**src/hw/rtl/mpcl_pkg.sv**
```systemverilog
// Shared types, constants and saturating arithmetic for the min-plus lattice unit.
package mpcl_pkg;

  localparam int ENTRY_W     = 18;
  localparam int SUM_W       = 20;
  localparam int TOTAL_W     = 7;
  localparam int SYMBOL_W    = 3;
  localparam int CFG_DATA_W  = 7;
  localparam int REG_INDEX_W = 1;

  typedef logic signed [ENTRY_W-1:0] entry_t;
  typedef logic signed [SUM_W-1:0]   sum_t;

  localparam sum_t SUM_MAX = {1'b0, {(SUM_W-1){1'b1}}};
  localparam sum_t SUM_MIN = {1'b1, {(SUM_W-1){1'b0}}};

  localparam logic [TOTAL_W-1:0]  TOTAL_RESET  = 7'd64;
  localparam logic [SYMBOL_W-1:0] SYMBOL_RESET = 3'd4;

  typedef enum logic [REG_INDEX_W-1:0] {
    REG_TOTAL_COUNT  = 1'b0,
    REG_SYMBOL_COUNT = 1'b1
  } cfg_reg_t;

  typedef struct packed {
    logic start;
    logic step;
    logic copy;
  } fold_ctl_t;

  function automatic sum_t sat_add(sum_t a, entry_t b);
    logic signed [SUM_W:0] s;
    s = {a[SUM_W-1], a} + {{(SUM_W+1-ENTRY_W){b[ENTRY_W-1]}}, b};
    if (s[SUM_W] != s[SUM_W-1]) begin
      return s[SUM_W] ? SUM_MIN : SUM_MAX;
    end
    return s[SUM_W-1:0];
  endfunction

endpackage

```
**src/hw/rtl/mpcl_cell.sv**
```systemverilog
// One lattice cell: a row entry, a shifting minimum snapshot and a running minimum.
module mpcl_cell (
  input  logic                clk,
  input  logic                rst,
  input  mpcl_pkg::fold_ctl_t ctl,
  input  logic                row_wr,
  input  mpcl_pkg::entry_t    entry_value,
  input  mpcl_pkg::entry_t    row_in,
  input  mpcl_pkg::entry_t    row_head,
  input  mpcl_pkg::sum_t      snap_in,
  input  logic                snap_vld_in,
  input  logic                in_range,
  input  logic                is_last,
  output mpcl_pkg::entry_t    row_out,
  output mpcl_pkg::sum_t      snap_out,
  output logic                snap_vld_out,
  output mpcl_pkg::sum_t      acc_out
);
  import mpcl_pkg::*;

  entry_t row;
  sum_t   snap;
  logic   snap_vld;
  sum_t   acc;
  sum_t   cand;

  assign cand         = sat_add(snap, row_head);
  assign row_out      = row;
  assign snap_out     = snap;
  assign snap_vld_out = snap_vld;
  assign acc_out      = acc;

  always_ff @(posedge clk) begin
    if (row_wr) begin
      row <= entry_value;
    end else if (ctl.step) begin
      row <= row_in;
    end
    if (ctl.start) begin
      snap <= ctl.copy ? '0 : acc;
      if (ctl.copy) begin
        acc <= SUM_MAX;
      end
    end else if (ctl.step) begin
      snap <= snap_in;
      if (snap_vld && (cand < acc)) begin
        acc <= cand;
      end
    end
  end

  always_ff @(posedge clk) begin
    if (rst) begin
      snap_vld <= 1'b0;
    end else if (ctl.start) begin
      snap_vld <= ctl.copy ? is_last : in_range;
    end else if (ctl.step) begin
      snap_vld <= snap_vld_in;
    end
  end

endmodule

```
**config.mk**
```make
export PLATFORM = sky130hd
export DESIGN_NAME = mpcl_cell
export DESIGN_NICKNAME = d
export VERILOG_FILES = /design/src/hw/rtl/mpcl_pkg.sv /design/src/hw/rtl/mpcl_cell.sv
export SDC_FILE = /design/constraint.sdc
export NUM_CORES = 1
export LEC_CHECK = 0
export BUFFER_PORTS_ARGS = -buffer_cell sky130_fd_sc_hd__buf_2
export CORE_MARGIN = 3
export CORE_UTILIZATION = 35
export DETAILED_ROUTE_END_ITERATION = 7
export GPL_ROUTABILITY_DRIVEN = 0
export PLACE_DENSITY = 0.69
export SYNTH_ARGS = -nofsm -noshare
export SYNTH_HDL_FRONTEND = slang
export SYNTH_SLANG_ARGS = --single-unit
```
**constraint.sdc**
```tcl
create_clock -name clk -period 7.95 [get_ports clk]
set_clock_uncertainty 0.1 [all_clocks]
set_input_delay 0.3975 -clock clk [delete_from_list [all_inputs] [get_ports clk]]
set_output_delay 0.3975 -clock clk [all_outputs]
set_load 0.01 [all_outputs]
```
---- Word-level counts from Yosys, hierarchy flattened ----
Index checks and enable logic that the tools add are counted.
storage, ports and cells
  output and inout bits ................... 59
  flip-flop bits (word level) ............. 59
  input bits .............................. 83
  word-level logic and storage cells ...... 29
cells by class
  equality and inequality tests ........... 2
  $lt $le $gt $ge ......................... 1
  multiplexer cells ....................... 16
  reduce and logical (&&, ||, !) cells .... 5
  $add $sub $neg .......................... 1
operators by type and width
  cell                                       number
  20-bit two-way mux                         10
  18-bit two-way mux                         2
  20-bit by 18-bit adder with 21-bit output  1
  20-bit less-than comparator                1
  2-bit nonzero test                         3
  1-bit two-way mux                          4
  3-bit AND reduction                        1
  2-bit != test, second input constant       1
  1-bit logical AND                          1
  1-bit != test                              1

---- Longest topological paths before layout ----
Gate-level depths: netlist of run 1.
  depth in word-level cells ............... 9
  depth in mapped cells ................... 22
  depth with buffers taken out ............ 20

---- Worst setup path before layout of run 1 ----
OpenSTA, ideal clock, no wires.
  path kind ............................... reg2reg
  from .................................... reg snap[0] (netlist: snap_out[0])
  to ...................................... reg acc[0] (netlist: acc_out[0]) (enable)
  setup time .............................. 0.378 ns
  slack ................................... 2.778 ns
  required time ........................... 7.472 ns
  arrival time ............................ 4.694 ns
  path buffers ............................ 0
  stages on the path, launching flop included .. 21
  period minus slack after synthesis ...... 5.172 ns
  cell sequence ........................... edfxtp_1 > ha_1 > inv_1 > fa_1 > nand2b_1 > a211oi_1 > o21ai_0 > a31o_2 > a211oi_1 > o22ai_1 > xor2_1 > o21ai_0 > ha_1 > nand2_1 > or4_1 > or3_1 > a21oi_1 > nor4_1 > o21ai_0 > a21o_1 > a221o_1
between the ends
  word-level cells in the longest chain between the ends .. 8
  elaborated cells between the ends (all ways) .. 10
  classes of those cells .................. add/sub: 1; order compare: 1; eq/ne: 1; mux: 4; reduce/logical: 3
ends and longest elaborated chain
  item                                                     line                            text
  start, declared                                          mpcl_cell.sv:22                 sum_t snap;
  start signal, assigned                                   mpcl_cell.sv:40                 snap <= ctl.copy ? '0 : acc;
  start signal, assigned                                   mpcl_cell.sv:45                 snap <= snap_in;
  20-bit by 18-bit adder with 21-bit output *              mpcl_pkg.sv:33                  s = {a[SUM_W-1], a} + {{(SUM_W+1-ENTRY_W){b[ENTRY_W-1]}}, b};
  20-bit two-way mux or 1-bit != test (tied branches)      mpcl_pkg.sv:35, mpcl_pkg.sv:34
  20-bit two-way mux or 1-bit two-way mux (tied branches)  mpcl_pkg.sv:34                  if (s[SUM_W] != s[SUM_W-1]) begin
  20-bit two-way mux *                                     mpcl_pkg.sv:37                  return s[SUM_W-1:0];
  via cand[18]                                             mpcl_cell.sv:25                 sum_t cand;
  20-bit less-than comparator *                            mpcl_cell.sv:46                 if (snap_vld && (cand < acc)) begin
  1-bit logical AND *                                      mpcl_cell.sv:46
  2-bit nonzero test (no source line) *                    -
  3-bit AND reduction (no source line) *                   -
  end signal, assigned                                     mpcl_cell.sv:47                 acc <= cand;
  end, declared                                            mpcl_cell.sv:24                 sum_t acc;
Mark *: on every way through the listed nets, which the timed path passes. The rest lies on a longest branch. The select of a mux whose other input is x is not followed.
A chain may end at the register's enable or synchronous reset.

---- Worst setup path after layout of run 1 ----
  from .................................... reg snap[0] (netlist: snap_out[0])
  to ...................................... reg acc[16] (netlist: acc_out[16]) (enable)
The elaborated chain is that of the path after synthesis.

==> impl_metrics.env, run 1 <==
export IMPL_status="completed"
export IMPL_antenna_found_initial=0
export IMPL_maxCapViolCount=0
export IMPL_clock_latency_ns=0.33
export IMPL_p_int_mw=0.803
export IMPL_wl_per_cell_um=16.7
export IMPL_synthDistinctLibCells=55
export IMPL_path_max_fanout=20
export IMPL_avgSynthCellArea_um2=10.4
export IMPL_clockRootBuffer="clkbuf_16"
export IMPL_dp_hpwl_um=9020
export IMPL_setup_viol=0
export IMPL_num_vias=3681
export IMPL_die_h_um=116
export IMPL_start_kind="flop"
export IMPL_p_clk_share_pct=31.4
export IMPL_cp_arrival_ns=5.69
export IMPL_path_clk_slew_ns=0.05
export IMPL_row_count=39
export IMPL_max_slew_margin_pct=38.6
export IMPL_overflow=0
export IMPL_seqCellArea_mm2=0.00176
export IMPL_ys_top_cells_by_area="edfxtp_1 41%, ha_1 12%, mux2_2 5.1%"
export IMPL_grt_pass1_vias=3726
export IMPL_finalSetupTns_ns=0
export IMPL_rrSetupSlack_ns=2.11
export IMPL_synth_edff_count=58
export IMPL_grt_pass1_wl_um=18100
export IMPL_postCtsHoldBufs=0
export IMPL_core_mm2=0.0116
export IMPL_cts_tree="built"
export IMPL_max_vdd_ir_drop_mv=0.117
export IMPL_clockBufferDepth=2
export IMPL_postRouteAntennaNets=0
export IMPL_yosysTopAreaCellShare_pct=41.3
export IMPL_netlist_top_cells_count="58 x edfxtp_1, 39 x ha_1, 33 x nand2_1"
export IMPL_io_pins=142
export IMPL_netlist_top_cell_by_area="edfxtp_1"
export IMPL_synth_flop_cell="edfxtp_1"
export IMPL_final_nets=664
export IMPL_ys_warn_count=0
export IMPL_leakage_nw=2.37
export IMPL_rsz0062_at_grt="false"
export IMPL_pwr_share_seq_pct=33.6
export IMPL_yosysMostFrequentCell="edfxtp_1"
export IMPL_synthArstFlopShare_pct=0
export IMPL_drive_gt1_share_pct=35.2
export IMPL_grt_max_degree=51
export IMPL_fin_crit_sh_pct=73.5
export IMPL_drv_slew=0
export IMPL_fill_cells=1121
export IMPL_ys_ff_latch=59
export IMPL_area_growth_pct=26.0
export IMPL_syn_nets=528
export IMPL_cts_sinks=59
export IMPL_hold_worst_slack_ns=0.133
export IMPL_path_class="flop to flop"
export IMPL_fmax_mhz=171
export IMPL_synthesis_area_mm2=0.00422
export IMPL_synth_yosys_seq_area_share_pct=41.7
export IMPL_synth_cells=405
export IMPL_wl_um=11500
export IMPL_pwr_share_comb_pct=35.1
export IMPL_end_kind="flop"
export IMPL_cts_resized=0
export IMPL_diodes=0
export IMPL_switching_share_pct=33.0
export IMPL_min_path_type="input port to flop"
export IMPL_hold_viol=0
export IMPL_grt_usage_pct=17.3
export IMPL_cts_buffers=9
export IMPL_power_density_mw_per_mm2=225
export IMPL_dr_pass1_iters=5
export IMPL_htreeDepth=3
export IMPL_postCtsSetupBuffers=0
export IMPL_crit_required_ns=7.79
export IMPL_vias_per_cell=5.35
export IMPL_p_sw_mw=0.396
export IMPL_drcViolationCount=0
export IMPL_die_w_um=116
export IMPL_die_area_mm2=0.0134
export IMPL_drtIter0Drc=192
export IMPL_tightest_slew_ns=0.921
export IMPL_layout_min_cycle_time_ns=5.84
export IMPL_start_util_pct=36.3
export IMPL_multi_input_area_mm2=0.00228
export IMPL_io_buffers=141
cell usage in the layout, fill, tap and decap left out, types with 3 or more instances in the layout:
master and instances:
xor2_1 8, xnor2_1 4, o31ai_1 14, nor2b_1 8, clkbuf_16 9, a211oi_1 6, a21boi_0 3, a22o_1 6
edfxtp_1 58, nand2b_1 12, ha_1 39, nand2_1 33, nor3_1 5, nor2_1 21, buf_2 141, mux2_2 19
nand3_1 6, a21o_1 8, nand4_1 3, inv_1 30, a21oi_1 26, or2_2 9, o21a_1 4, o21ai_0 21
nor4_1 3, maj3_1 4
critical path: stages (launching register included):
cell and delay (ns):
edfxtp_1 0.34, ha_1 0.21, inv_1 0.07, fa_1 0.41
nand2b_1 0.17, a211oi_1 0.42, o21ai_0 0.16, a31o_2 0.28
a211oi_1 0.26, o22ai_1 0.15, xor2_1 0.18, o21ai_0 0.11
ha_1 0.31, nand2_1 0.07, or4_1 0.53, or3_1 0.41
a21oi_1 0.14, nor4_1 0.06, o21ai_0 0.19, a21o_1 0.13
a221o_1 0.75
through the flow:
step                setup slack (ns)  power (mW)  cell area, um2  utilization [%]  instances
global route                    1.81        1.27            5320             45.8        688
detailed placement              2.00       0.823            5040             43.4        673
global placement                2.13       0.813            5040             43.4        673
floorplan                       2.78       0.699            4220                -        405
finish                          2.11        1.20            5320             45.8        688
CTS                             2.09        1.20            5320             45.8        688
area by class of cell:
cell class | instances | area share, %
clock inverters | 4 | 0.800
multi-input cells | 299 | 42.8
repair buffers | 142 | 13.4
flip-flops and latches | 59 | 33.1
clock buffers | 11 | 4.38
well taps | 143 | 3.36
inverters | 30 | 2.12
path summary, 6_finish.rpt:
path,start,end,depth (start not counted)
worst min register to register,acc_out[0],snap_out[0],1
worst max register to register,snap_out[0],acc_out[16],20
worst min-delay path,rst,snap_vld_out,2
worst max-delay path,snap_out[0],acc_out[16],20
state kept, by name (all words and copies together), names as in the netlist:
register / flops
acc_out: 20
snap_out: 20
row_out: 18
snap_vld_out: 1
routing by layer:
metal	share of wire, %	wire length [um]	vias to the layer above	global-route usage (%)
met5	0	0	-	0
met4	2.5	283	0	6.65
met3	8.6	991	22	5.54
met2	48	5510	159	28.8
met1	41	4730	1720	21.0
li1	-	-	1780	-
logic make-up (layout without fill, tap and decap cells):
logic type	after synthesis	count (layout)	share of synthesized area, %
flops	59	59	41.7
compound gates	111	111	19.3
buf+inv	47	187	4.30
xor+xnor	13	13	3.14
mux	21	21	5.54
fa+ha+maj	45	45	13.3
simple gates	109	109	12.7
power by group through the flow:
stage	clock, mW	sequential, mW	combinational (mW)
after floorplan	0	0.421	0.278
after global placement	0	0.407	0.406
after detailed placement	0	0.409	0.415
after CTS	0.381	0.403	0.420
after global routing	0.395	0.406	0.471
final	0.376	0.402	0.420
Power figures use the tool's default switching activity.
==> run 2, diff against run 1 <==
ABC_AREA = 1   (was default)
clock period = 5.8 ns   (was 7.95 ns; I/O delays follow)
==> run 2 against run 1 <==
Non-clock buffer count down 1. Cell count up 12%. Sequential cell count did not move. Largest power group unchanged. Highest routed layer unchanged.
==> impl_metrics.env, run 2 <==
export IMPL_max_slew_margin_pct=27.2
export IMPL_start_util_pct=36.7
export IMPL_rrSetupSlack_ns=0.98
export IMPL_end_kind="flop"
export IMPL_synth_flop_cell="edfxtp_1"
export IMPL_crit_chain="ha_1 -> inv_1 -> fa_1 -> o21ai_2 -> nand3b_1 -> nand3_1 -> nand2_1 -> nand2_2 -> nand2_2 -> inv_2 -> a21oi_1 -> ha_1 -> a21oi_1 -> nor2_1 -> a211oi_1 -> o21a_1 -> o21ai_0 -> nand2_1 -> a31oi_1 -> nor2_1 -> nand2_1 -> nand2_1 -> nand3_1 -> nand2_1"
export IMPL_setup_viol=0
export IMPL_io_pins=142
export IMPL_htreeDepth=3
export IMPL_wl_per_cell_um=14.8
export IMPL_postCtsSetupBuffers=0
export IMPL_crit_required_ns=5.65
export IMPL_grt_max_degree=28
export IMPL_clockBufferDepth=2
export IMPL_wl_um=11300
export IMPL_max_vdd_ir_drop_mv=0.124
export IMPL_tightest_slew_ns=1.09
export IMPL_cts_tree="built"
export IMPL_reg2reg_to="acc_out[16]"
export IMPL_drv_slew=0
export IMPL_finalSetupTns_ns=0
export IMPL_cts_buffers=9
export IMPL_clockRootBuffer="clkbuf_16"
export IMPL_drive_gt1_share_pct=29.0
export IMPL_ys_warn_count=0
export IMPL_syn_nets=604
export IMPL_antenna_found_initial=0
export IMPL_synth_cells=481
export IMPL_crit_top_cell="nand2_1"
export IMPL_dp_cells=752
export IMPL_holdPathStages=2
export IMPL_die_area_mm2=0.0130
export IMPL_area_growth_pct=27.6
export IMPL_drcViolationCount=0
export IMPL_path_max_fanout=20
export IMPL_ys_ff_latch=59
export IMPL_layout_setup_ws_ns=0.976
export IMPL_diodes=0
export IMPL_slowest_stage="nand2_1"
export IMPL_overflow=0
export IMPL_fin_crit_sh_pct=83.2
export IMPL_fmax_mhz=207
export IMPL_postCtsHoldBufs=0
export IMPL_die_h_um=114
export IMPL_slowest_delay_ns=0.64
export IMPL_yosysMostFrequentCell="nand2_1"
export IMPL_rsz0062_at_grt="false"
export IMPL_place_area_mm2=0.00491
export IMPL_fill_cells=1089
export IMPL_maxCapViolCount=0
export IMPL_min_path_type="input port to flop"
export IMPL_final_common_cell="nand2_1"
export IMPL_die_w_um=114
export IMPL_holdCritStartpoint="rst"
export IMPL_cts_resized=0
export IMPL_mostFrequentLayoutCells="157 x nand2_1, 141 x buf_2, 58 x edfxtp_1"
export IMPL_ys_top_cells_by_area="edfxtp_1 43%, nand2_1 14%, ha_1 12%"
export IMPL_layout_min_cycle_time_ns=4.82
export IMPL_hold_path_end="snap_vld_out"
export IMPL_postRouteAntennaNets=0
export IMPL_grt_usage_pct=17.7
export IMPL_path_class="flop to flop"
export IMPL_start_kind="flop"
export IMPL_cts_sinks=59
export IMPL_core_mm2=0.0111
export IMPL_netlist_top_cell_by_area="edfxtp_1"
export IMPL_cp_top_family="simple AND/OR/NAND/NOR gates"
export IMPL_stdcell_count=768
export IMPL_cp_arrival_ns=4.67
export IMPL_hold_viol=0
export IMPL_hold_worst_slack_ns=0.0245
export IMPL_vias_per_cell=4.83
export IMPL_synthDistinctLibCells=40
export IMPL_r2r_cells=24
export IMPL_path_clk_slew_ns=0.05
export IMPL_status="completed"
export IMPL_dr_pass1_iters=4
export IMPL_fin_area_mm2=0.00519
export IMPL_clock_latency_ns=0.33
export IMPL_dp_hpwl_um=8960
export IMPL_final_nets=746
export IMPL_leakage_nw=2.61
export IMPL_power_density_mw_per_mm2=314
export IMPL_r2r_start="snap_out[0]"
export IMPL_avgSynthCellArea_um2=8.46
export IMPL_num_vias=3712
export IMPL_drtIter0Drc=167
export IMPL_synth_edff_count=58
export IMPL_grt_pass1_wl_um=18200
export IMPL_row_count=38
export IMPL_synth_yosys_seq_area_share_pct=43.3
export IMPL_netlist_top_cells_count="157 x nand2_1, 58 x edfxtp_1, 51 x inv_1"
export IMPL_yosysTopAreaCellShare_pct=42.8
export IMPL_dp_slack_ns=0.990
export IMPL_critPathBufInv=2
export IMPL_synthesis_area_mm2=0.00407
export IMPL_grt_pass1_vias=3858
export IMPL_io_buffers=141
export IMPL_synthArstFlopShare_pct=0
==> run 2: cell types whose count changed after synthesis, moves of 9 or more <==
cell	change
mux2_2	-19
nand2_2	+10
or2_1	+14
a21oi_1	+9
nand2b_1	-12
inv_1	+21
o31ai_1	-14
nand2_1	+124
==> run 2: worst max-delay path by stage <==
stage | endpoint | from | slack (ns) | cells past startpoint
floorplan | acc_out[0] | snap_out[0] | 1.76 | 24
global placement | acc_out[14] | snap_out[0] | 1.13 | 24
finish | acc_out[16] | snap_out[0] | 0.98 | 24
detailed placement | acc_out[15] | snap_out[0] | 0.99 | 24
CTS | acc_out[16] | snap_out[0] | 0.97 | 24
global route | acc_out[17] | snap_out[0] | 0.54 | 24
==> run 2: through the flow <==
step	total power [mW]	utilization, %
after CTS	1.64	46.9
after global placement	1.10	44.3
after global routing	1.74	46.9
after detailed placement	1.11	44.3
final	1.63	46.9
after floorplan	0.936	-
==> run 2: logic make-up after synthesis <==
group,after synthesis,synth area share [%]
AND/OR/NAND/NOR,225,23.9
AO/OA/AOI/OAI,74,10.5
buffers and inverters,66,6.21
flip-flops,59,43.3
adder cells (fa/ha/maj),40,12.5
XOR/XNOR,17,3.66
==> run 2: metal layers <==
| layer | global-route usage (%) | wire, um | up-vias |
|---|---|---|---|
| li1 | - | - | 1886 |
| met1 | 21.3 | 4710 | 1673 |
| met2 | 30.3 | 5490 | 143 |
| met3 | 5.94 | 1010 | 10 |
| met4 | 5.23 | 112 | 0 |
| met5 | 0 | 0 | - |
==> run 2: power breakdown <==
group	switching [mW]	total, mW	internal (mW)	leakage [nW]
combinational	0.340	0.556	0.216	1.88
sequential	0.0215	0.551	0.529	0.582
clock	0.198	0.525	0.327	0.146
==> run 2: layout make-up <==
class	instances	area, um2	share of cell area [%]
Multi-Input combinational cell	356	2060	39.6
Timing Repair Buffer	141	706	13.6
Sequential cell	59	1760	33.9
Inverter	56	210	4.05
Clock buffer	9	225	4.34
Tap cell	140	175	3.37
Clock inverter	7	58.8	1.13
==> run 2: worst reg2reg max path: cells and delay by family, from the launching register on <==
| family | cells | cell delay (ns) |
|---|---|---|
| AO/OA/AOI/OAI | 7 | 1.12 |
| flip-flops | 1 | 0.37 |
| adder cells (fa/ha/maj) | 3 | 0.91 |
| buffers and inverters | 2 | 0.30 |
| AND/OR/NAND/NOR | 12 | 1.63 |
