$ cat config.mk
export PLATFORM = sky130hd
export DESIGN_NAME = mpcl_ctrl
export DESIGN_NICKNAME = d
export VERILOG_FILES = /design/src/hw/rtl/mpcl_pkg.sv /design/src/hw/rtl/mpcl_ctrl.sv
export SDC_FILE = /design/constraint.sdc
export NUM_CORES = 1
export LEC_CHECK = 0
export BUFFER_PORTS_ARGS = -buffer_cell sky130_fd_sc_hd__buf_2
export CAP_MARGIN = 30
export CORE_MARGIN = 2
export CORE_UTILIZATION = 45
export DETAILED_ROUTE_END_ITERATION = 10
export GPL_ROUTABILITY_DRIVEN = 1
export PLACE_DENSITY = 0.72
export SYNTH_ARGS = -nofsm -noshare
export SYNTH_HDL_FRONTEND = slang
export SYNTH_SLANG_ARGS = --single-unit
$ cat constraint.sdc
create_clock -name clk -period 4.78 [get_ports clk]
set_clock_uncertainty 0.1 [all_clocks]
set_input_delay 0.239 -clock clk [delete_from_list [all_inputs] [get_ports clk]]
set_output_delay 0.239 -clock clk [all_outputs]
set_load 0.02 [all_outputs]
$ cat src/hw/rtl/mpcl_pkg.sv
// Shared types, constants and saturating arithmetic for the min-plus lattice unit.
package mpcl_pkg;

  localparam int ENTRY_W     = 18;
  localparam int SUM_W       = 20;
  localparam int TOTAL_W     = 7;
  localparam int SYMBOL_W    = 3;
  localparam int CFG_DATA_W  = 7;
  localparam int REG_INDEX_W = 1;

  typedef logic signed [ENTRY_W-1:0] entry_t;
  typedef logic signed [SUM_W-1:0]   sum_t;

  localparam sum_t SUM_MAX = {1'b0, {(SUM_W-1){1'b1}}};
  localparam sum_t SUM_MIN = {1'b1, {(SUM_W-1){1'b0}}};

  localparam logic [TOTAL_W-1:0]  TOTAL_RESET  = 7'd64;
  localparam logic [SYMBOL_W-1:0] SYMBOL_RESET = 3'd4;

  typedef enum logic [REG_INDEX_W-1:0] {
    REG_TOTAL_COUNT  = 1'b0,
    REG_SYMBOL_COUNT = 1'b1
  } cfg_reg_t;

  typedef struct packed {
    logic start;
    logic step;
    logic copy;
  } fold_ctl_t;

  function automatic sum_t sat_add(sum_t a, entry_t b);
    logic signed [SUM_W:0] s;
    s = {a[SUM_W-1], a} + {{(SUM_W+1-ENTRY_W){b[ENTRY_W-1]}}, b};
    if (s[SUM_W] != s[SUM_W-1]) begin
      return s[SUM_W] ? SUM_MIN : SUM_MAX;
    end
    return s[SUM_W-1:0];
  endfunction

endpackage

$ cat src/hw/rtl/mpcl_ctrl.sv
// Sequencer: configuration registers, row and count tracking, fold steps and result register.
module mpcl_ctrl #(
  parameter int MAX_COUNT   = 64,
  parameter int MAX_SYMBOLS = 4
) (
  input  logic                                 clk,
  input  logic                                 rst,
  input  logic                                 cfg_valid,
  input  logic [mpcl_pkg::REG_INDEX_W-1:0]     cfg_index,
  input  logic [mpcl_pkg::CFG_DATA_W-1:0]      cfg_data,
  output logic                                 cfg_ready,
  input  logic                                 in_valid,
  output logic                                 in_ready,
  output logic                                 row_wr,
  output logic [$clog2(MAX_COUNT+1)-1:0]       pos,
  output logic [$clog2(MAX_COUNT+1)-1:0]       n_eff,
  output mpcl_pkg::fold_ctl_t                  fold,
  input  mpcl_pkg::sum_t                       acc_head,
  output logic                                 out_valid,
  output mpcl_pkg::sum_t                       out_value,
  input  logic                                 out_ready
);
  import mpcl_pkg::*;

  localparam int CW = $clog2(MAX_COUNT + 1);
  localparam int RW = (MAX_SYMBOLS > 1) ? $clog2(MAX_SYMBOLS) : 1;
  localparam int KW = $clog2(MAX_SYMBOLS + 1);

  typedef enum logic [1:0] {IDLE, START, FOLD, EMIT} state_t;

  state_t                state;
  logic [TOTAL_W-1:0]    total_count;
  logic [SYMBOL_W-1:0]   symbol_count;
  logic [CW-1:0]         count_index;
  logic [RW-1:0]         row_index;
  logic [CW-1:0]         step_cnt;
  logic                  copy;
  logic                  last;
  logic [KW-1:0]         k_eff;
  logic                  accept;
  logic                  row_last;

  always_comb begin
    if (total_count == '0) begin
      n_eff = CW'(1);
    end else if (int'(total_count) > MAX_COUNT) begin
      n_eff = CW'(MAX_COUNT);
    end else begin
      n_eff = CW'(total_count);
    end
    if (symbol_count == '0) begin
      k_eff = KW'(1);
    end else if (int'(symbol_count) > MAX_SYMBOLS) begin
      k_eff = KW'(MAX_SYMBOLS);
    end else begin
      k_eff = KW'(symbol_count);
    end
  end

  assign pos        = (count_index > n_eff) ? n_eff : count_index;
  assign in_ready   = (state == IDLE);
  assign accept     = in_valid && in_ready;
  assign row_wr     = accept;
  assign row_last   = (int'(row_index) + 1) >= int'(k_eff);
  assign cfg_ready  = 1'b1;
  assign fold.start = (state == START);
  assign fold.step  = (state == FOLD);
  assign fold.copy  = copy;

  always_ff @(posedge clk) begin
    if (rst) begin
      state        <= IDLE;
      total_count  <= TOTAL_RESET;
      symbol_count <= SYMBOL_RESET;
      count_index  <= '0;
      row_index    <= '0;
      step_cnt     <= '0;
      copy         <= 1'b0;
      last         <= 1'b0;
      out_valid    <= 1'b0;
    end else begin
      if (cfg_valid) begin
        case (cfg_reg_t'(cfg_index))
          REG_TOTAL_COUNT:  total_count  <= cfg_data[TOTAL_W-1:0];
          REG_SYMBOL_COUNT: symbol_count <= cfg_data[SYMBOL_W-1:0];
          default: ;
        endcase
      end
      if ((state == EMIT) && (!out_valid || out_ready)) begin
        out_valid <= 1'b1;
      end else if (out_valid && out_ready) begin
        out_valid <= 1'b0;
      end
      case (state)
        IDLE: begin
          if (accept) begin
            if (count_index < n_eff) begin
              count_index <= count_index + 1'b1;
            end else begin
              count_index <= '0;
              copy        <= (row_index == '0);
              last        <= row_last;
              row_index   <= row_last ? '0 : RW'(row_index + 1'b1);
              state       <= START;
            end
          end
        end
        START: begin
          step_cnt <= '0;
          state    <= FOLD;
        end
        FOLD: begin
          if (step_cnt == n_eff) begin
            state <= last ? EMIT : IDLE;
          end else begin
            step_cnt <= step_cnt + 1'b1;
          end
        end
        EMIT: begin
          if (!out_valid || out_ready) begin
            out_value <= acc_head;
            state     <= IDLE;
          end
        end
        default: state <= IDLE;
      endcase
    end
  end

endmodule

### Yosys cells after proc, flatten, opt, wreduce, memory -nomap -nowiden

Cells that the tools add are included.

| word-level totals | value |
|---|---|
| register bits | 51 |
| input bits | 33 |

| cells by class | value |
|---|---|
| $add $sub $neg | 4 |
| magnitude comparators | 5 |
| equality and inequality tests | 9 |
| multiplexer cells | 17 |
| bitwise operators | 3 |
| reductions and logical operators | 18 |

Operators with widths:

| kind | number |
|---|---|
| 2-to-1 mux 7 bit | 5 |
| adder 7 x 1 -> 7 bit, second input constant | 2 |
| case mux 7 bit (2 select lines) | 1 |
| 2-to-1 mux 2 bit | 6 |
| case mux 2 bit (4 select lines) | 1 |
| AND reduction 2 bit | 4 |
| == test 7 bit | 1 |
| greater-than comparator 7 bit | 1 |
| greater-than comparator 7 bit, second input constant | 1 |
| zero test 7 bit | 1 |
| < comparator 7 bit | 1 |
| 2-to-1 mux 3 bit | 2 |
| inequality test 2 x 1 -> 1 bit, second input constant | 3 |
| AND reduction 3 bit | 2 |
| == test 2 bit, second input constant | 2 |
| zero test 2 bit | 2 |
| inequality test 2 bit, second input constant | 2 |
| AND reduction 4 bit | 1 |
| nonzero test 2 bit | 2 |
| adder 2 x 1 -> 3 bit, second input constant | 1 |
| greater-or-equal comparator 3 bit | 1 |
| greater-than comparator 3 bit, second input constant | 1 |
| logical AND 1 bit | 3 |
| zero test 3 bit | 1 |
| 6 further kinds | 9 |

### Depth between registers and ports, before layout

Gate-level depths: netlist (run 1).

| logic depth | value |
|---|---|
| depth in word-level cells | 7 |
| depth in mapped cells | 12 |
| depth with buffers taken out | 11 |

### Worst setup path before layout (run 1)

No wires, ideal clock.

| timing | value |
|---|---|
| path type | reg-to-output |
| start | reg total_count[1] |
| end | out pos[0] |
| arrival time | 2.875 ns |
| setup slack | 1.566 ns |
| stages on the path, launching flop included | 13 |
| buffers on the path | 1 |
| path through | dfxtp_1 -> or3_1 -> nor3_1 -> nor2_1 -> nor2_1 -> ha_1 -> nor2b_1 -> o21ai_0 -> a21oi_1 -> or3_1 -> clkbuf_1 -> o21ai_1 -> mux2_2 |

| on the way | value |
|---|---|
| cells in the longest elaborated chain, start to end | 5 |

Ends and longest elaborated chain:

| item | line | RTL |
|---|---|---|
| from (decl) | mpcl_ctrl.sv:32 | `logic [TOTAL_W-1:0] total_count;` |
| from (signal assigned) | mpcl_ctrl.sv:84 | `REG_TOTAL_COUNT: total_count <= cfg_data[TOTAL_W-1:0];` |
| greater-than comparator 7 bit | mpcl_ctrl.sv:46 | `end else if (int'(total_count) > MAX_COUNT) begin` |
| 2-to-1 mux 7 bit | mpcl_ctrl.sv:46 |  |
| 2-to-1 mux 7 bit (*) | mpcl_ctrl.sv:44 | `if (total_count == '0) begin` |
| net n_eff[0] | mpcl_ctrl.sv:16 | `output logic [$clog2(MAX_COUNT+1)-1:0] n_eff,` |
| greater-than comparator 7 bit | mpcl_ctrl.sv:60 | `assign pos = (count_index > n_eff) ? n_eff : count_index;` |
| 2-to-1 mux 7 bit (*) | mpcl_ctrl.sv:60 |  |
| to (decl) | mpcl_ctrl.sv:15 | `output logic [$clog2(MAX_COUNT+1)-1:0] pos,` |

The timed path passes the listed nets; every way through them passes the cells marked *.

### Worst setup path after layout (run 1)

| timing | value |
|---|---|
| start | reg total_count[1] |
| end | out pos[5] |

| on the way | value |
|---|---|
| cells in the longest elaborated chain, start to end | 5 |

Ends and longest elaborated chain:

| item | line |
|---|---|
| greater-than comparator 7 bit | mpcl_ctrl.sv:46 |
| 2-to-1 mux 7 bit | mpcl_ctrl.sv:46 |
| 2-to-1 mux 7 bit (*) | mpcl_ctrl.sv:44 |
| greater-than comparator 7 bit | mpcl_ctrl.sv:60 |
| 2-to-1 mux 7 bit (*) | mpcl_ctrl.sv:60 |

Every way passes the cells marked *; elsewhere a longest branch is shown, timed or not.

==> flow_metrics.tcl, run 1 <==
set metrics [dict create \
    syn2layout_area_growth_pct 23.19 \
    vias_per_cell 5.196 \
    numPortBuffers 72 \
    yosys_most_used_dff "dfxtp_1" \
    dp.cells 403 \
    post_drt_wl_per_cell_microns 13.29 \
    grt_pass1_wl_microns 8673 \
    clkTransAtPathRegs_ns 0.09 \
    cts_made_buffers 5 \
    grt_pass1_vias 1910 \
    async_reset_ff_share_pct 0 \
    synth-seq-cells 51 \
    route.vias.total 2177 \
    initial_core_util_pct 46.74 \
    critPathKind "reg2out" \
    report.final.slew_viol_count 0 \
    die-area_sq_um 6340 \
    diodes 0 \
    io_pins 74 \
    num_rows 27 \
    holdCritPathClass "in2reg" \
    chipWidth_microns 79.63 \
    outcome "complete, no violations" \
    cts_sinks 51 \
    final_cells 419 \
    setup_violations 0 \
    hold_violations 0 \
    htreeDepth 2 \
    dp_hpwl_microns 4100 \
    grt.total_usage_pct 17.52 \
    cts_tree "built" \
    cts_root_buf "clkbuf_8" \
    grt_max_degree 33 \
    synth_cells 270 \
    vdd_drop_max_mv 0.2589 \
    power.density_nw_per_um2 273.7 \
    ant_nets 0 \
    synth_nets 317 \
    slew_headroom_pct 38.97 \
    finalSetupTns_ns 0 \
    reg2regPathDepth 11 \
    worstMarginPinSlew_ns 0.9078 \
    cp-start-kind "flop" \
    synth_area_sq_um 2574 \
    die_y_microns 79.63 \
    leakagePower_nw 1.334 \
    critPathCaptureType "primary output" \
    fin_nets 393 \
    drt_iter0_markers 124 \
    grt_overflow 0 \
    ys_seq_area_share_pct 47.45 \
    max_cap_viol_count 0 \
    required_ns 4.44 \
    hold_depth 1 \
    drive_above_1_share_pct 26.51 \
    cts_buffer_depth 2 \
    worst-path-max-fanout 8 \
    worstPathArrival_ns 3.30 \
    grt_setup_unrepaired "no" \
    ys.warnings.count 0 \
    synth-edff-count 20 \
    core-area_sq_um 5507 \
    clk_latency_ns 0.31 \
    max_freq_ghz 0.2747 \
    antenna_found_initial 0 \
    drc 0 \
    gp_congestion 0.8308 \
    post_cts_buffers 0 \
    fin_crit_sh_pct 76.15 \
    synthDistinctLibCells 49 \
    syn_area_per_cell_sq_um 9.532 \
    period_minus_slack_ns 3.640 \
    post_cts_resize_count 0 \
    drt_first_pass_iters 6 \
    finalWirelength_microns 5567 \
]
repair_timing:
item	in CTS	in global routing
endpoints found under the hold margin	4	4
setup endpoints to repair	0	0
hold buffers	4	4
final timing paths:
path | slack (ns) | to | start
setup / recovery | 1.14 | pos[5] | total_count[1]$_SDFFE_PP0P_
hold / removal | 0.007 | out_value[15]$_DFFE_PP_ | acc_head[15]
setup reg to reg | 1.86 | count_index[2]$_SDFFE_PP0P_ | total_count[1]$_SDFFE_PP0P_
hold reg to reg | 0.36 | symbol_count[0]$_SDFFE_PP0P_ | symbol_count[0]$_SDFFE_PP0P_
cell usage after synthesis (3+ instances only):
| cell type | instances | share of area [%] |
|---|---|---|
| xnor2_1 | 3 | 1.0 |
| nor2b_1 | 6 | 1.5 |
| clkbuf_1 | 8 | 1.2 |
| o21ai_0 | 10 | 1.9 |
| nor3_1 | 4 | 0.78 |
| ha_1 | 14 | 6.8 |
| mux2_2 | 7 | 3.1 |
| nand3_1 | 9 | 1.7 |
| xor2_1 | 5 | 1.7 |
| nand4_1 | 4 | 0.97 |
| nor2_1 | 19 | 2.8 |
| edfxtp_1 | 20 | 23 |
| o311ai_0 | 3 | 1.0 |
| inv_1 | 13 | 1.9 |
| or3_1 | 3 | 0.73 |
| nand2_1 | 34 | 5.0 |
| nand2b_1 | 7 | 1.7 |
| a21oi_1 | 20 | 3.9 |
| or4_1 | 3 | 0.87 |
| a31oi_1 | 9 | 2.2 |
| dfxtp_1 | 31 | 24 |
cells by family after synthesis:
| family | Yosys count | share of synthesized area (%) |
|---|---|---|
| flip-flops | 51 | 47.45 |
| AO/OA/AOI/OAI | 57 | 13.95 |
| XOR/XNOR | 8 | 2.723 |
| buffers and inverters | 27 | 4.570 |
| other | 1 | 0.1457 |
| adder cells (fa/ha/maj) | 14 | 6.806 |
| AND/OR/NAND/NOR | 103 | 20.52 |
| multiplexers | 9 | 3.841 |
critical path, cell delays in order, from the launching register on:
cell     delay, ns
dfxtp_1       0.33
or3_1         0.40
nor3_1        0.14
nor2_1        0.05
nor2_1        0.16
ha_1          0.18
nor2b_1       0.04
o21ai_0       0.14
a21oi_1       0.11
or3_1         0.48
o21ai_1       0.39
mux2_2        0.40
buf_2         0.16
power by group:
part	leakage, nW	switching [mW]	internal (mW)	total, mW
logic	0.848	0.0549	0.0421	0.0971
registers	0.431	0.0105	0.459	0.469
clock network	0.0548	0.144	0.158	0.301
cells in the final DEF (no fill, tap or decap), types with 3 or more instances in the layout:
cell           instances
inv_1                 13
o21ai_0               10
or3_1                  3
dlygate4sd3_1          8
nor2b_1                6
ha_1                  14
mux2_2                 7
a31oi_1                9
xnor2_1                3
nand2b_1               7
nand4_1                4
clkbuf_8               5
or4_1                  3
dfxtp_1               31
nand3_1                9
nor2_1                19
nand2_1               34
nor3_1                 3
xor2_1                 5
edfxtp_1              20
buf_2                 72
o311ai_0               3
a21oi_1               20
registers in the layout (all words and copies together) (netlist names):
| register | count |
|---|---|
| step_cnt | 7 |
| total_count | 7 |
| count_index | 7 |
| copy | 1 |
| last | 1 |
| symbol_count | 3 |
| out_valid | 1 |
| row_index | 2 |
| out_value | 20 |
| state | 2 |
area by class of cell:
class                   instances  area, sq um
clock inverters                 3        46.29
multi-input cells             192         1240
repair buffers                 81        447.9
flip-flops and latches         51         1221
fillers                       480         2336
well taps                      72        90.09
inverters                      15        56.30
clock buffers                   5        68.82
routing by layer:
| layer | up-vias | part of all wire (%) | global-route usage [%] |
|---|---|---|---|
| li1 | 1126 | - | - |
| met4 | 0 | 1.9 | 8.103 |
| met3 | 10 | 6.6 | 4.299 |
| met1 | 975 | 49 | 23.35 |
| met2 | 66 | 42 | 26.72 |
| met5 | - | 0 | 0 |
stage by stage:
step	setup slack, ns	instance area (sq um)	hold slack (ns)	total power, mW	utilization [%]
final	1.140	3171	0.006652	0.8677	57.58
after global routing	0.9545	3171	0.0002009	0.9023	57.58
after CTS	1.124	3131	0.0008870	0.8744	56.85
after detailed placement	1.499	2975	0.3174	0.5712	54.03
after global placement	1.558	2975	0.3167	0.5688	54.03
after floorplan	1.566	2574	0.2379	0.5404	-
Power figures use the tool's default switching activity.
==> inputs of run 2 (changes only) <==
==> constraint.sdc (replaced) <==
create_clock -name clk -period 3.5 [get_ports clk]
set_clock_uncertainty 0.1 [all_clocks]
set_input_delay 0.175 -clock clk [delete_from_list [all_inputs] [get_ports clk]]
set_output_delay 0.175 -clock clk [all_outputs]
set_load 0.02 [all_outputs]
==> flow_metrics.tcl, run 2 (synthesis results as in run 1) <==
set metrics [dict create \
    htreeDepth 2 \
    p_total_mw 1.141 \
    max_cap_viol_count 0 \
    post_drt_wl_per_cell_microns 13.41 \
    worstPathArrival_ns 2.96 \
    leakagePower_nw 1.396 \
    startpoint "total_count[6]$_SDFFE_PP1P_" \
    fin_crit_sh_pct 92.51 \
    cts_root_buf "clkbuf_8" \
    die-area_sq_um 6340 \
    numPortBuffers 72 \
    timing.rr.start "total_count[6]$_SDFFE_PP1P_" \
    hold_violations 0 \
    clkTransAtPathRegs_ns 0.09 \
    power.density_nw_per_um2 341.9 \
    initial_core_util_pct 46.74 \
    layout_setup_ws_ns 0.2621 \
    route.vias.total 2262 \
    chipWidth_microns 79.63 \
    critPathSlowestCell "dfxtp_1" \
    critPathBufInv 2 \
    critPathKind "reg2out" \
    cp-start-kind "flop" \
    grt_pass1_vias 1971 \
    gp_congestion 0.8305 \
    critPathCaptureType "primary output" \
    worstMarginPinSlew_ns 0.8854 \
    layout_commonest_cell "buf_2" \
    drive_above_1_share_pct 26.65 \
    hp-start "cfg_data[0]" \
    grt_max_degree 33 \
    slew_headroom_pct 39.45 \
    critPathMaxStageDelay_ns 0.55 \
    grt_setup_unrepaired "no" \
    vdd_drop_max_mv 0.2125 \
    syn2layout_area_growth_pct 29.65 \
    core-area_sq_um 5507 \
    die_y_microns 79.63 \
    cpLargestDelayFamily "simple AND/OR/NAND/NOR gates" \
    clk_latency_ns 0.30 \
    num_rows 27 \
    cts_made_buffers 5 \
    largest-register "out_value" \
    path_cells "clkinvlp_4 -> nand2_1 -> ha_1 -> nand4_1 -> a21oi_1 -> or3_4 -> o21ai_4 -> mux2_2 -> buf_2" \
    diodes 0 \
    report.final.slew_viol_count 0 \
    drt_iter0_markers 131 \
    io_pins 74 \
    vias_per_cell 5.188 \
    setup_violations 0 \
    largest_reg_flops 20 \
    holdCritPathClass "in2reg" \
    cts_sinks 51 \
    finalWirelength_microns 5848 \
    grt.total_usage_pct 18.86 \
    drc 0 \
    ant_nets 0 \
    max_freq_ghz 0.3088 \
    grt_overflow 0 \
    grt_pass1_wl_microns 9335 \
    outcome "complete, no violations" \
    finalSetupTns_ns 0 \
    dp_slack_ns 0.3095 \
    fin_nets 410 \
    period_minus_slack_ns 3.238 \
    antenna_found_initial 0 \
    drt_first_pass_iters 4 \
    dp_hpwl_microns 4063 \
    worst-path-max-fanout 10 \
    mostFrequentLayoutCells "72 x buf_2, 34 x nand2_1, 31 x dfxtp_1, 23 x dlygate4sd3_1" \
    cts_tree "built" \
    cts_buffer_depth 2 \
    fillers 452 \
    required_ns 3.22 \
]
[run 2: changes by cell type in the layout (fill, tap and decap cells not counted), sizes merged]
cell	previous run	this run
buf	73	75
bufinv	1	0
clkinvlp	1	2
dlygate4sd3	8	23
[run 2: where the power goes]
group | internal [mW] | leakage, nW | switching (mW) | total [mW]
registers | 0.626 | 0.431 | 0.0148 | 0.641
clock network | 0.147 | 0.0463 | 0.202 | 0.349
logic | 0.0708 | 0.918 | 0.0796 | 0.150
[run 2: timing repair]
action,CTS,global route
endpoints found under the setup margin,6,6
hold endpoints to repair,23,0
gates resized for setup,1,3
hold buffers,23,0
buffers inserted,0,0
[run 2: final timing paths]
| check | to | slack [ns] | depth (start not counted) |
|---|---|---|---|
| max | pos[4] | 0.26 | 9 |
| min | total_count[0]$_SDFFE_PP0P_ | 0.02 | 3 |
| max reg2reg | count_index[0]$_SDFFE_PP0P_ | 0.90 | 8 |
| min reg2reg | symbol_count[0]$_SDFFE_PP0P_ | 0.36 | 2 |
[run 2: final cells by class]
type / count / area [sq um] / area share [%]
multi-input cells: 192 / 1256 / 37.65
flip-flops and latches: 51 / 1221 / 36.60
repair buffers: 98 / 613.1 / 18.37
well taps: 72 / 90.09 / 2.700
clock buffers: 5 / 68.82 / 2.062
inverters: 15 / 60.06 / 1.800
clock inverters: 3 / 27.53 / 0.8249
[run 2: worst min-delay path: cells and delay by family]
kind | cells | cell delay (ns)
and+or+nand+nor | 1 | 0.05
AOI/OAI and AO/OA | 1 | 0.05
buffers and inverters | 1 | 0.10
[run 2: through the flow]
stage | std cells | hold slack [ns] | util [%] | instance area, sq um
after floorplan | 270 | 0.1739 | - | 2574
after global placement | 405 | 0.2527 | 54.31 | 2990
after detailed placement | 405 | 0.2534 | 54.31 | 2990
after CTS | 436 | 0.01152 | 60.30 | 3321
after global routing | 436 | 0.01713 | 60.60 | 3337
final | 436 | 0.02337 | 60.60 | 3337
[run 2: metal layers]
layer	vias up	wire length, microns	GRT usage, %
met5	-	0	0
met4	0	80	6.552
met3	8	441	4.072
met2	86	2598	29.92
met1	1012	2728	25.41
li1	1156	-	-
